===== src/sv/pdots_pkg.sv =====
// Package: shared types and codes for the PDO transmit scheduler.
package pdots_pkg;

    // Number of setup registers on the configuration port
    localparam int NUM_SLOTS = 4;
    localparam int SLOT_W    = 2;
    localparam int SETUP_W   = 44;
    localparam int IDENT_W   = 11;
    localparam int FIELD_W   = 16;

    // Input function codes
    localparam logic FUNC_TICK   = 1'b0;
    localparam logic FUNC_NOTIFY = 1'b1;

    // Packed setup register layout, MSB first
    typedef struct packed {
        logic [IDENT_W-1:0] ident;
        logic               enable;
        logic [FIELD_W-1:0] event_reload;
        logic [FIELD_W-1:0] inhibit_reload;
    } setup_t;

endpackage


===== src/sv/pdots_in_if.sv =====
// Interface: input beat channel (tick or change-of-state notify).
interface pdots_in_if;
    import pdots_pkg::*;

    logic              valid;
    logic              ready;
    logic              func;
    logic [SLOT_W-1:0] object_index;

    modport source (output valid, output func, output object_index, input ready);
    modport sink   (input valid, input func, input object_index, output ready);
endinterface


===== src/sv/pdots_out_if.sv =====
// Interface: output beat channel carrying one due transmission.
interface pdots_out_if;
    import pdots_pkg::*;

    logic               valid;
    logic               ready;
    logic [SLOT_W-1:0]  sent_index;
    logic [IDENT_W-1:0] sent_ident;
    logic               last;

    modport source (output valid, output sent_index, output sent_ident, output last,
                    input ready);
    modport sink   (input valid, input sent_index, input sent_ident, input last,
                    output ready);
endinterface


===== src/sv/pdots_ram.sv =====
// Generic single-port-write, single-port-read RAM with registered read data.
module pdots_ram #(
    parameter int WIDTH  = 8,
    parameter int DEPTH  = 4,
    parameter int ADDR_W = (DEPTH > 1) ? $clog2(DEPTH) : 1
) (
    input  logic              clk,
    input  logic              we,
    input  logic [ADDR_W-1:0] waddr,
    input  logic [WIDTH-1:0]  wdata,
    input  logic              re,
    input  logic [ADDR_W-1:0] raddr,
    output logic [WIDTH-1:0]  rdata
);

    logic [WIDTH-1:0] mem [DEPTH];
    logic [WIDTH-1:0] rdata_reg;

    always_ff @(posedge clk)
    begin
        if (we)
        begin
            mem[waddr] <= wdata;
        end
        if (re)
        begin
            rdata_reg <= mem[raddr];
        end
    end

    assign rdata = rdata_reg;

endmodule


===== src/sv/pdots_engine.sv =====
// Scan engine: read-modify-write of per-object counters and beat output stage.
module pdots_engine
    import pdots_pkg::*;
#(
    parameter int NUM_OBJECTS = 4,
    parameter int COUNT_WIDTH = 16
) (
    input  logic              clk,
    input  logic              rst_n,
    pdots_in_if.sink          in_ch,
    pdots_out_if.source       out_ch,
    output logic [SLOT_W-1:0] obj_index,
    input  setup_t            obj_setup
);

    localparam int AW     = (NUM_OBJECTS > 1) ? $clog2(NUM_OBJECTS) : 1;
    localparam int WORD_W = 2 * COUNT_WIDTH + 1;
    localparam logic [SLOT_W-1:0] LAST_OBJ = SLOT_W'(NUM_OBJECTS - 1);

    typedef enum logic [1:0] {
        S_IDLE,
        S_EVAL,
        S_FLUSH
    } state_t;

    state_t             state_reg, state_next;
    logic               notify_reg, notify_next;
    logic [SLOT_W-1:0]  cur_reg, cur_next;
    logic [NUM_OBJECTS-1:0] entry_valid_reg, entry_valid_next;

    logic               pend_valid_reg, pend_valid_next;
    logic [SLOT_W-1:0]  pend_index_reg, pend_index_next;
    logic [IDENT_W-1:0] pend_ident_reg, pend_ident_next;

    logic               out_valid_reg, out_valid_next;
    logic [SLOT_W-1:0]  out_index_reg, out_index_next;
    logic [IDENT_W-1:0] out_ident_reg, out_ident_next;
    logic               out_last_reg, out_last_next;

    logic                   ram_we, ram_re;
    logic [AW-1:0]          ram_raddr;
    logic [WORD_W-1:0]      ram_wdata, ram_rdata, entry;
    logic [COUNT_WIDTH-1:0] cur_inh, cur_evt, new_inh, new_evt;
    logic                   cur_flag, new_flag;
    logic                   due, emit, out_free, proceed;

    pdots_ram #(
        .WIDTH (WORD_W),
        .DEPTH (NUM_OBJECTS),
        .ADDR_W(AW)
    ) u_state_ram (
        .clk  (clk),
        .we   (ram_we),
        .waddr(cur_reg[AW-1:0]),
        .wdata(ram_wdata),
        .re   (ram_re),
        .raddr(ram_raddr),
        .rdata(ram_rdata)
    );

    // Entries never written read as zero
    assign entry    = entry_valid_reg[cur_reg[AW-1:0]] ? ram_rdata : '0;
    assign cur_flag = entry[WORD_W-1];
    assign cur_evt  = entry[2*COUNT_WIDTH-1:COUNT_WIDTH];
    assign cur_inh  = entry[COUNT_WIDTH-1:0];

    assign obj_index = cur_reg;
    assign out_free  = !out_valid_reg || out_ch.ready;

    // Per-object tick update
    always_comb
    begin
        new_inh  = cur_inh;
        new_evt  = cur_evt;
        new_flag = cur_flag;
        due      = 1'b0;
        if (cur_inh != '0)
        begin
            new_inh = cur_inh - 1'b1;
        end
        else if (cur_evt != '0 && !cur_flag)
        begin
            new_evt = cur_evt - 1'b1;
        end
        else
        begin
            new_inh  = COUNT_WIDTH'(obj_setup.inhibit_reload);
            new_evt  = COUNT_WIDTH'(obj_setup.event_reload);
            new_flag = 1'b0;
            due      = 1'b1;
        end
    end

    assign emit    = due && obj_setup.enable;
    // Hold the scan when a new beat would displace a pending one that cannot leave
    assign proceed = !(emit && pend_valid_reg && !out_free);

    always_comb
    begin
        state_next       = state_reg;
        notify_next      = notify_reg;
        cur_next         = cur_reg;
        entry_valid_next = entry_valid_reg;
        pend_valid_next  = pend_valid_reg;
        pend_index_next  = pend_index_reg;
        pend_ident_next  = pend_ident_reg;
        out_valid_next   = out_valid_reg;
        out_index_next   = out_index_reg;
        out_ident_next   = out_ident_reg;
        out_last_next    = out_last_reg;
        ram_we           = 1'b0;
        ram_re           = 1'b0;
        ram_raddr        = cur_reg[AW-1:0];
        ram_wdata        = {new_flag, new_evt, new_inh};
        in_ch.ready      = (state_reg == S_IDLE);

        if (out_ch.ready)
        begin
            out_valid_next = 1'b0;
        end

        unique case (state_reg)
            S_IDLE:
            begin
                if (in_ch.valid)
                begin
                    if (in_ch.func == FUNC_NOTIFY)
                    begin
                        // Drop notifies to absent objects
                        if (int'(in_ch.object_index) < NUM_OBJECTS)
                        begin
                            cur_next    = in_ch.object_index;
                            ram_re      = 1'b1;
                            ram_raddr   = in_ch.object_index[AW-1:0];
                            notify_next = 1'b1;
                            state_next  = S_EVAL;
                        end
                    end
                    else
                    begin
                        cur_next    = '0;
                        ram_re      = 1'b1;
                        ram_raddr   = '0;
                        notify_next = 1'b0;
                        state_next  = S_EVAL;
                    end
                end
            end
            S_EVAL:
            begin
                if (notify_reg)
                begin
                    ram_we    = 1'b1;
                    ram_wdata = {1'b1, cur_evt, cur_inh};
                    entry_valid_next[cur_reg[AW-1:0]] = 1'b1;
                    state_next = S_IDLE;
                end
                else if (proceed)
                begin
                    ram_we = 1'b1;
                    entry_valid_next[cur_reg[AW-1:0]] = 1'b1;
                    if (emit)
                    begin
                        if (pend_valid_reg)
                        begin
                            out_valid_next = 1'b1;
                            out_index_next = pend_index_reg;
                            out_ident_next = pend_ident_reg;
                            out_last_next  = 1'b0;
                        end
                        pend_valid_next = 1'b1;
                        pend_index_next = cur_reg;
                        pend_ident_next = obj_setup.ident;
                    end
                    if (cur_reg == LAST_OBJ)
                    begin
                        state_next = S_FLUSH;
                    end
                    else
                    begin
                        cur_next  = cur_reg + 1'b1;
                        ram_re    = 1'b1;
                        ram_raddr = cur_next[AW-1:0];
                    end
                end
            end
            S_FLUSH:
            begin
                if (!pend_valid_reg)
                begin
                    state_next = S_IDLE;
                end
                else if (out_free)
                begin
                    out_valid_next  = 1'b1;
                    out_index_next  = pend_index_reg;
                    out_ident_next  = pend_ident_reg;
                    out_last_next   = 1'b1;
                    pend_valid_next = 1'b0;
                    state_next      = S_IDLE;
                end
            end
            default:
            begin
                state_next = S_IDLE;
            end
        endcase
    end

    always_ff @(posedge clk or negedge rst_n)
    begin
        if (!rst_n)
        begin
            state_reg       <= S_IDLE;
            notify_reg      <= 1'b0;
            cur_reg         <= '0;
            entry_valid_reg <= '0;
            pend_valid_reg  <= 1'b0;
            pend_index_reg  <= '0;
            pend_ident_reg  <= '0;
            out_valid_reg   <= 1'b0;
            out_index_reg   <= '0;
            out_ident_reg   <= '0;
            out_last_reg    <= 1'b0;
        end
        else
        begin
            state_reg       <= state_next;
            notify_reg      <= notify_next;
            cur_reg         <= cur_next;
            entry_valid_reg <= entry_valid_next;
            pend_valid_reg  <= pend_valid_next;
            pend_index_reg  <= pend_index_next;
            pend_ident_reg  <= pend_ident_next;
            out_valid_reg   <= out_valid_next;
            out_index_reg   <= out_index_next;
            out_ident_reg   <= out_ident_next;
            out_last_reg    <= out_last_next;
        end
    end

    assign out_ch.valid      = out_valid_reg;
    assign out_ch.sent_index = out_index_reg;
    assign out_ch.sent_ident = out_ident_reg;
    assign out_ch.last       = out_last_reg;

endmodule


===== src/sv/pdo_transmit_scheduler.sv =====
// Top level: PDO transmit scheduler with setup registers and scan engine.
//
//   channel  | dir | beat contents                          | handshake
//   ---------+-----+----------------------------------------+------------------
//   in_ch    | in  | func, object_index                     | valid/ready
//   out_ch   | out | sent_index, sent_ident, last           | valid/ready
//   cfg      | in  | cfg_index, cfg_data (44-bit setup)     | cfg_we, no wait
//
// A tick is accepted only while idle; the acceptance cycle issues the first
// state-RAM read, then one object per cycle, while the scan is not held, goes
// through the shared decrement/reload path, then a release step passes the held
// final beat to the output. A notify reads, then writes back with the flag set.
// Reset clears the setup registers and the per-entry valid bits; a state
// entry that was never written reads as zero, so no clearing pass is run.
// A stalled output halts the scan when a second due beat is found while the
// output register and the hold slot are both occupied, and holds the release
// cycle while the final beat cannot enter the output register.
module pdo_transmit_scheduler
    import pdots_pkg::*;
#(
    parameter int NUM_OBJECTS = 4,
    parameter int COUNT_WIDTH = 16
) (
    input  logic               clk,
    input  logic               rst_n,
    pdots_in_if.sink           in_ch,
    pdots_out_if.source        out_ch,
    input  logic               cfg_we,
    input  logic [SLOT_W-1:0]  cfg_index,
    input  logic [SETUP_W-1:0] cfg_data
);

    // One packed setup register per slot; slots beyond NUM_OBJECTS are stored
    // but never read by the scan.
    logic [SETUP_W-1:0] setup_reg [NUM_SLOTS];
    logic [SLOT_W-1:0]  obj_index;
    setup_t             obj_setup;

    always_ff @(posedge clk or negedge rst_n)
    begin
        if (!rst_n)
        begin
            for (int i = 0; i < NUM_SLOTS; i++)
            begin
                setup_reg[i] <= '0;
            end
        end
        else if (cfg_we)
        begin
            setup_reg[cfg_index] <= cfg_data;
        end
    end

    // Decode the setup of the object under evaluation
    assign obj_setup = setup_t'(setup_reg[obj_index]);

    pdots_engine #(
        .NUM_OBJECTS(NUM_OBJECTS),
        .COUNT_WIDTH(COUNT_WIDTH)
    ) u_engine (
        .clk      (clk),
        .rst_n    (rst_n),
        .in_ch    (in_ch),
        .out_ch   (out_ch),
        .obj_index(obj_index),
        .obj_setup(obj_setup)
    );

endmodule

===== src/flat_wrapper.sv =====
// flat-port wrapper written by rule: the top's interface ports become plain ports
module pdo_transmit_scheduler_flat import pdots_pkg::*;
#(
    parameter int NUM_OBJECTS = 4,
    parameter int COUNT_WIDTH = 16
)
  (clk, rst_n, cfg_we, cfg_index, cfg_data, in_ch_valid, in_ch_func, in_ch_object_index, in_ch_ready, out_ch_valid, out_ch_sent_index, out_ch_sent_ident, out_ch_last, out_ch_ready);
  pdots_in_if in_ch_i ();
  pdots_out_if out_ch_i ();
  input  logic clk;
  input  logic rst_n;
  input  logic cfg_we;
  input  logic [SLOT_W-1:0] cfg_index;
  input  logic [SETUP_W-1:0] cfg_data;
  input wire logic [$bits(in_ch_i.valid)-1:0] in_ch_valid;
  input wire logic [$bits(in_ch_i.func)-1:0] in_ch_func;
  input wire logic [$bits(in_ch_i.object_index)-1:0] in_ch_object_index;
  output wire logic [$bits(in_ch_i.ready)-1:0] in_ch_ready;
  output wire logic [$bits(out_ch_i.valid)-1:0] out_ch_valid;
  output wire logic [$bits(out_ch_i.sent_index)-1:0] out_ch_sent_index;
  output wire logic [$bits(out_ch_i.sent_ident)-1:0] out_ch_sent_ident;
  output wire logic [$bits(out_ch_i.last)-1:0] out_ch_last;
  input wire logic [$bits(out_ch_i.ready)-1:0] out_ch_ready;
  assign in_ch_i.valid = in_ch_valid;
  assign in_ch_i.func = in_ch_func;
  assign in_ch_i.object_index = in_ch_object_index;
  assign in_ch_ready = in_ch_i.ready;
  assign out_ch_valid = out_ch_i.valid;
  assign out_ch_sent_index = out_ch_i.sent_index;
  assign out_ch_sent_ident = out_ch_i.sent_ident;
  assign out_ch_last = out_ch_i.last;
  assign out_ch_i.ready = out_ch_ready;
  pdo_transmit_scheduler #(.NUM_OBJECTS(NUM_OBJECTS), .COUNT_WIDTH(COUNT_WIDTH)) u_core (.clk(clk), .rst_n(rst_n), .in_ch(in_ch_i), .out_ch(out_ch_i), .cfg_we(cfg_we), .cfg_index(cfg_index), .cfg_data(cfg_data));
endmodule

===== config.mk =====
export PLATFORM = sky130hd
export DESIGN_NAME = pdo_transmit_scheduler_flat
export DESIGN_NICKNAME = d
export VERILOG_FILES = /design/src/sv/pdots_pkg.sv /design/src/sv/pdots_in_if.sv /design/src/sv/pdots_out_if.sv /design/src/sv/pdots_ram.sv /design/src/sv/pdots_engine.sv /design/src/sv/pdo_transmit_scheduler.sv /design/src/flat_wrapper.sv
export SDC_FILE = /design/constraint.sdc
export NUM_CORES = 1
export LEC_CHECK = 0
export ABC_AREA = 1
export BUFFER_PORTS_ARGS = -buffer_cell sky130_fd_sc_hd__buf_2
export CAP_MARGIN = 30
export CELL_PAD_IN_SITES_DETAIL_PLACEMENT = 0
export CELL_PAD_IN_SITES_GLOBAL_PLACEMENT = 2
export CORE_MARGIN = 10
export CORE_UTILIZATION = 42
export CTS_CLUSTER_DIAMETER = 60
export CTS_CLUSTER_SIZE = 20
export DETAILED_ROUTE_END_ITERATION = 8
export PLACE_DENSITY_LB_ADDON = 0.08
export SYNTH_ARGS = -nofsm -noshare
export SYNTH_HDL_FRONTEND = slang
export SYNTH_SLANG_ARGS = --single-unit

===== constraint.sdc =====
create_clock -name clk -period 9.1 [get_ports clk]
set_clock_uncertainty 0.15 [all_clocks]
set_input_delay 1.82 -clock clk [delete_from_list [all_inputs] [get_ports clk]]
set_output_delay 1.82 -clock clk [all_outputs]
set_load 0.01 [all_outputs]

==> flow_summary.json <==
{
  "drtPass1Iterations": 5,
  "unrepaired_setup_endpoints_after_global_routing": "no",
  "post_synth_main_area_contributors": "sky130_fd_sc_hd__dfrtp_1 (31%), sky130_fd_sc_hd__edfxtp_1 (29%), sky130_fd_sc_hd__nand2_1 (10%), sky130_fd_sc_hd__o21ai_0 (6.7%), sky130_fd_sc_hd__nand3_1 (5.3%)",
  "finalHoldViolCount": 0,
  "io-pin-count": 70,
  "route.antenna.remaining_nets": 0,
  "type_of_the_setup_path_with_the_least_slack": "register to register",
  "diodes": 0,
  "yosys-mux-area-fraction": 0,
  "synth_top_flop_cell": "sky130_fd_sc_hd__dfrtp_1",
  "layout-area-overhead-vs-synth_pct": 12.32,
  "cts_max_path_buffers": 3,
  "clock_latency_ns": 0.55,
  "largest_register_ffs": 176,
  "postCtsSetupBuffers": 0,
  "period_minus_slack_ns": 5.123,
  "ys_types": 43,
  "drt_drc_violations_left": 0,
  "slew_headroom": 0.3541,
  "post-synth-top-area-cell": "sky130_fd_sc_hd__dfrtp_1",
  "main_combinational_cell_family_by_area_after_synthesis": "simple AND/OR/NAND/NOR gates",
  "post_route_cells_drive_above_1_share": 0.09589,
  "synth-compound-area-share": 0.1227,
  "synth.ff_latch_count": 379,
  "layout_worst_path_cycle_share": 0.5630,
  "clk_transition_reported_paths_ns": 0.07,
  "syn-mean-instance-area_sq_um": 9.244,
  "timing.critical_path.slowest_stage_cell": "sky130_fd_sc_hd__dfrtp_1",
  "crit_chain": "inv_1 > nand2_1 > nand2_2 > nand2_1 > ha_1 > nand2_1 > nor2_1 > nand2_1 > nand2_2 > buf_4 > nand3_2 > nand2_1 > nand2_1 > nand3_1 > nand2_2 > buf_4 > nand2_2 > buf_4 > nand2_1 > nand3_1 > nand2_1",
  "rows": 73,
  "vias": 12530,
  "cp_max_fo": 67,
  "crit_path_frequent_cell": "sky130_fd_sc_hd__nand2_1",
  "fin_cells": 2423,
  "routedWlPerCell_um": 18.24,
  "design.core.area_sq_um": 39910,
  "synth_warnings": 0,
  "cts_buffers": 36,
  "adder_and_majority_cell_fraction_of_the_synthesized_area": 0.005141,
  "worstMarginPinSlew_ns": 0.9660,
  "share_of_flip_flops_with_an_asynchronous_set_or_reset": 0.5646,
  "grt_max_degree": 89,
  "clock_tree_from_tritoncts": "done",
  "start_util": 0.4269,
  "numClockSinks": 379,
  "synth_fp_nets": 1904,
  "post_cts_hold_buffer_count": 0,
  "htreeDepth": 2,
  "wire_length_of_the_first_global_routing_pass_mm": 70.62,
  "sequential_cell_area_fraction_in_the_yosys_report": 0.6051,
  "placement_stage_worst_setup_slack_ns": 4.000,
  "synth-simple-area-share": 0.1814,
  "initialDrtViolationCount": 893,
  "worst_ep_arrival_time_ns": 5.26,
  "total_leakage_power_uw": 0.008693,
  "number_of_antenna_violations_at_the_first_check_in_global_routing": 2,
  "finish.utilization": 0.4794,
  "post_detailed_routing_wire_length_mm": 44.18,
  "synthCells": 1843,
  "share_of_the_synthesized_area_in_the_top_cell_type": 0.3143,
  "hold_class": "register to register",
  "crit_path_start_kind": "register",
  "die_width_um": 221.4,
  "die_h_um": 221.4,
  "hpwl_mm": 26.90,
  "grt_pass1_vias": 12140,
  "io_buffers": 69,
  "cts_root_buffer": "sky130_fd_sc_hd__clkbuf_16",
  "pwr_density_cell_nw_per_um2": 386.6,
  "finalWeightedCongestion": 0.8200,
  "power.ir.vdd_worst_v": 0.0001949,
  "post_synthesis_instance_area_sq_um": 17040,
  "timing.final.ws_setup_ns": 3.977,
  "max_freq_mhz": 195.2,
  "viasPerCell": 5.172,
  "postCtsResizedCells": 0,
  "outcome": "completed",
  "timing_max_transition_violations_final": 0,
  "cap_viol_max_count": 0,
  "post_synth_xor_area_fraction": 0.005141,
  "fin_nets": 1933,
  "grt_usage": 0.1785,
  "critPathCaptureType": "register",
  "grt_overflow": 0,
  "report.final.setup_viol": 0,
  "crit_path_max_incr_delay_ns": 0.64,
  "dieArea_sq_um": 49020,
  "worst-endpoint-required_ns": 9.24,
  "dp.cells": 2359,
  "sum_of_negative_setup_slack_ns": 0,
  "synth-edff-count": 165
}
==> stage by stage <==
stage | total power (uW) | hold slack [ns] | instance area, sq um
2_1_floorplan | 4889 | 0.2900 | 17040
3_3_place_gp | 5818 | 0.3125 | 17840
3_5_place_dp | 5860 | 0.3055 | 17880
4_1_cts | 7472 | 0.3327 | 19140
5_1_grt | 7977 | 0.3511 | 19140
6_report | 7397 | 0.3290 | 19140
==> final timing paths <==
kind / from / endpoint / slack, ns / cells past startpoint
max: u_core.u_engine.obj_index[1] / u_core.u_engine.u_state_ram.rdata[9] / 3.98 / 21
min: u_core.u_engine.out_ch.last / u_core.u_engine.out_ch.last / 0.33 / 2
max reg2reg: u_core.u_engine.obj_index[1] / u_core.u_engine.u_state_ram.rdata[9] / 3.98 / 21
min reg2reg: u_core.u_engine.out_ch.last / u_core.u_engine.out_ch.last / 0.33 / 2
max in group asynchronous: rst_n / u_core.setup_reg[25] / 6.31 / 2
min in group asynchronous: rst_n / u_core.u_engine.pend_ident_reg[6] / 1.13 / 1
==> critical path, delay by kind of cell (launching register included) <==
kind / cells / cell delay [ns]
and+or+nand+nor: 16 / 2.29
buffers and inverters: 4 / 1.49
adders and majority gates: 1 / 0.19
DFF: 1 / 0.64
==> layout by cell type, fill, tap and decap left out, types with 3 or more instances in the layout <==
cell                        netlist  routed
sky130_fd_sc_hd__edfxtp_1       165     165
sky130_fd_sc_hd__inv_1          237     237
sky130_fd_sc_hd__o21ai_0        229     229
sky130_fd_sc_hd__buf_4            2      23
sky130_fd_sc_hd__o211ai_1        11      11
sky130_fd_sc_hd__nor2_4           0       5
sky130_fd_sc_hd__or2_2            4       4
sky130_fd_sc_hd__a41oi_1         13      13
sky130_fd_sc_hd__xnor2_1          5       5
sky130_fd_sc_hd__buf_2           22      68
sky130_fd_sc_hd__o21ai_1          9       9
sky130_fd_sc_hd__nand3_1        179     177
sky130_fd_sc_hd__nand2_1        474     470
sky130_fd_sc_hd__nand2_2          3       7
sky130_fd_sc_hd__clkbuf_16        0      37
sky130_fd_sc_hd__a21oi_1         19      19
sky130_fd_sc_hd__ha_1             7       7
sky130_fd_sc_hd__dfrtp_1        214     214
sky130_fd_sc_hd__xor2_1           5       5
sky130_fd_sc_hd__inv_6            0       3
sky130_fd_sc_hd__nand4_1         15      15
sky130_fd_sc_hd__nor2_1          54      49
sky130_fd_sc_hd__o22ai_1          5       5
sky130_fd_sc_hd__bufinv_16        0       4
sky130_fd_sc_hd__a22oi_1         54      54
sky130_fd_sc_hd__nor3_1           4       3
sky130_fd_sc_hd__clkinv_4         0       7
sky130_fd_sc_hd__clkinv_1         2       4
sky130_fd_sc_hd__a31oi_1          9       9
==> power breakdown <==
group	total [uW]	internal (uW)	switching (uW)	leakage [uW]
combinational	2990	833	2150	0.00387
clock	1590	893	698	0.000610
sequential	2820	2570	248	0.00421
total	7400	4300	3100	0.00869
==> metal layers <==
layer | vias to the layer above | track usage | part of all wire
met2 | 245 | 0.2730 | 0.45
met5 | - | 0 | 0.00018
met4 | 2 | 0.04767 | 0.016
met3 | 57 | 0.02294 | 0.042
met1 | 6044 | 0.2613 | 0.49
li1 | 6184 | - | -
==> Yosys cell counts, types with 2 or more instances <==
cell,count
sky130_fd_sc_hd__a22oi_1,54
sky130_fd_sc_hd__inv_2,2
sky130_fd_sc_hd__xnor2_1,5
sky130_fd_sc_hd__a31oi_1,9
sky130_fd_sc_hd__edfxtp_1,165
sky130_fd_sc_hd__a221oi_1,2
sky130_fd_sc_hd__o311ai_0,2
sky130_fd_sc_hd__o21ai_0,229
sky130_fd_sc_hd__nor2_2,2
sky130_fd_sc_hd__clkinv_1,2
sky130_fd_sc_hd__or2_2,4
sky130_fd_sc_hd__nand2_2,3
sky130_fd_sc_hd__o211ai_1,11
sky130_fd_sc_hd__buf_2,22
sky130_fd_sc_hd__a41oi_1,13
sky130_fd_sc_hd__nand4_1,15
sky130_fd_sc_hd__o22ai_1,5
sky130_fd_sc_hd__o21ai_2,2
sky130_fd_sc_hd__a21oi_1,19
sky130_fd_sc_hd__clkbuf_1,71
sky130_fd_sc_hd__inv_1,237
sky130_fd_sc_hd__nand3_1,179
sky130_fd_sc_hd__o21ai_1,9
sky130_fd_sc_hd__nor2_1,54
sky130_fd_sc_hd__ha_1,7
sky130_fd_sc_hd__dfrtp_1,214
sky130_fd_sc_hd__buf_4,2
sky130_fd_sc_hd__buf_1,2
sky130_fd_sc_hd__a22o_1,2
sky130_fd_sc_hd__nor3_1,4
sky130_fd_sc_hd__buf_6,6
sky130_fd_sc_hd__nand2_1,474
sky130_fd_sc_hd__and3_1,2
sky130_fd_sc_hd__xor2_1,5
==> cells by family after synthesis <==
kind of cell / count (synthesis)
compound gates: 362
buf+inv: 344
flops: 379
fa+ha+maj: 7
simple gates: 741
xor+xnor: 10
==> area by class of cell <==
class,count,area (sq um)
clock buffer,40,947.2
clock inverter,24,309.0
fill,3785,20780
inverter,241,904.6
multi-input combinational,1120,5441
sequential,379,10310
tap,525,656.9
timing repair buffer,94,566.8
(Power assumes the default switching activity.)
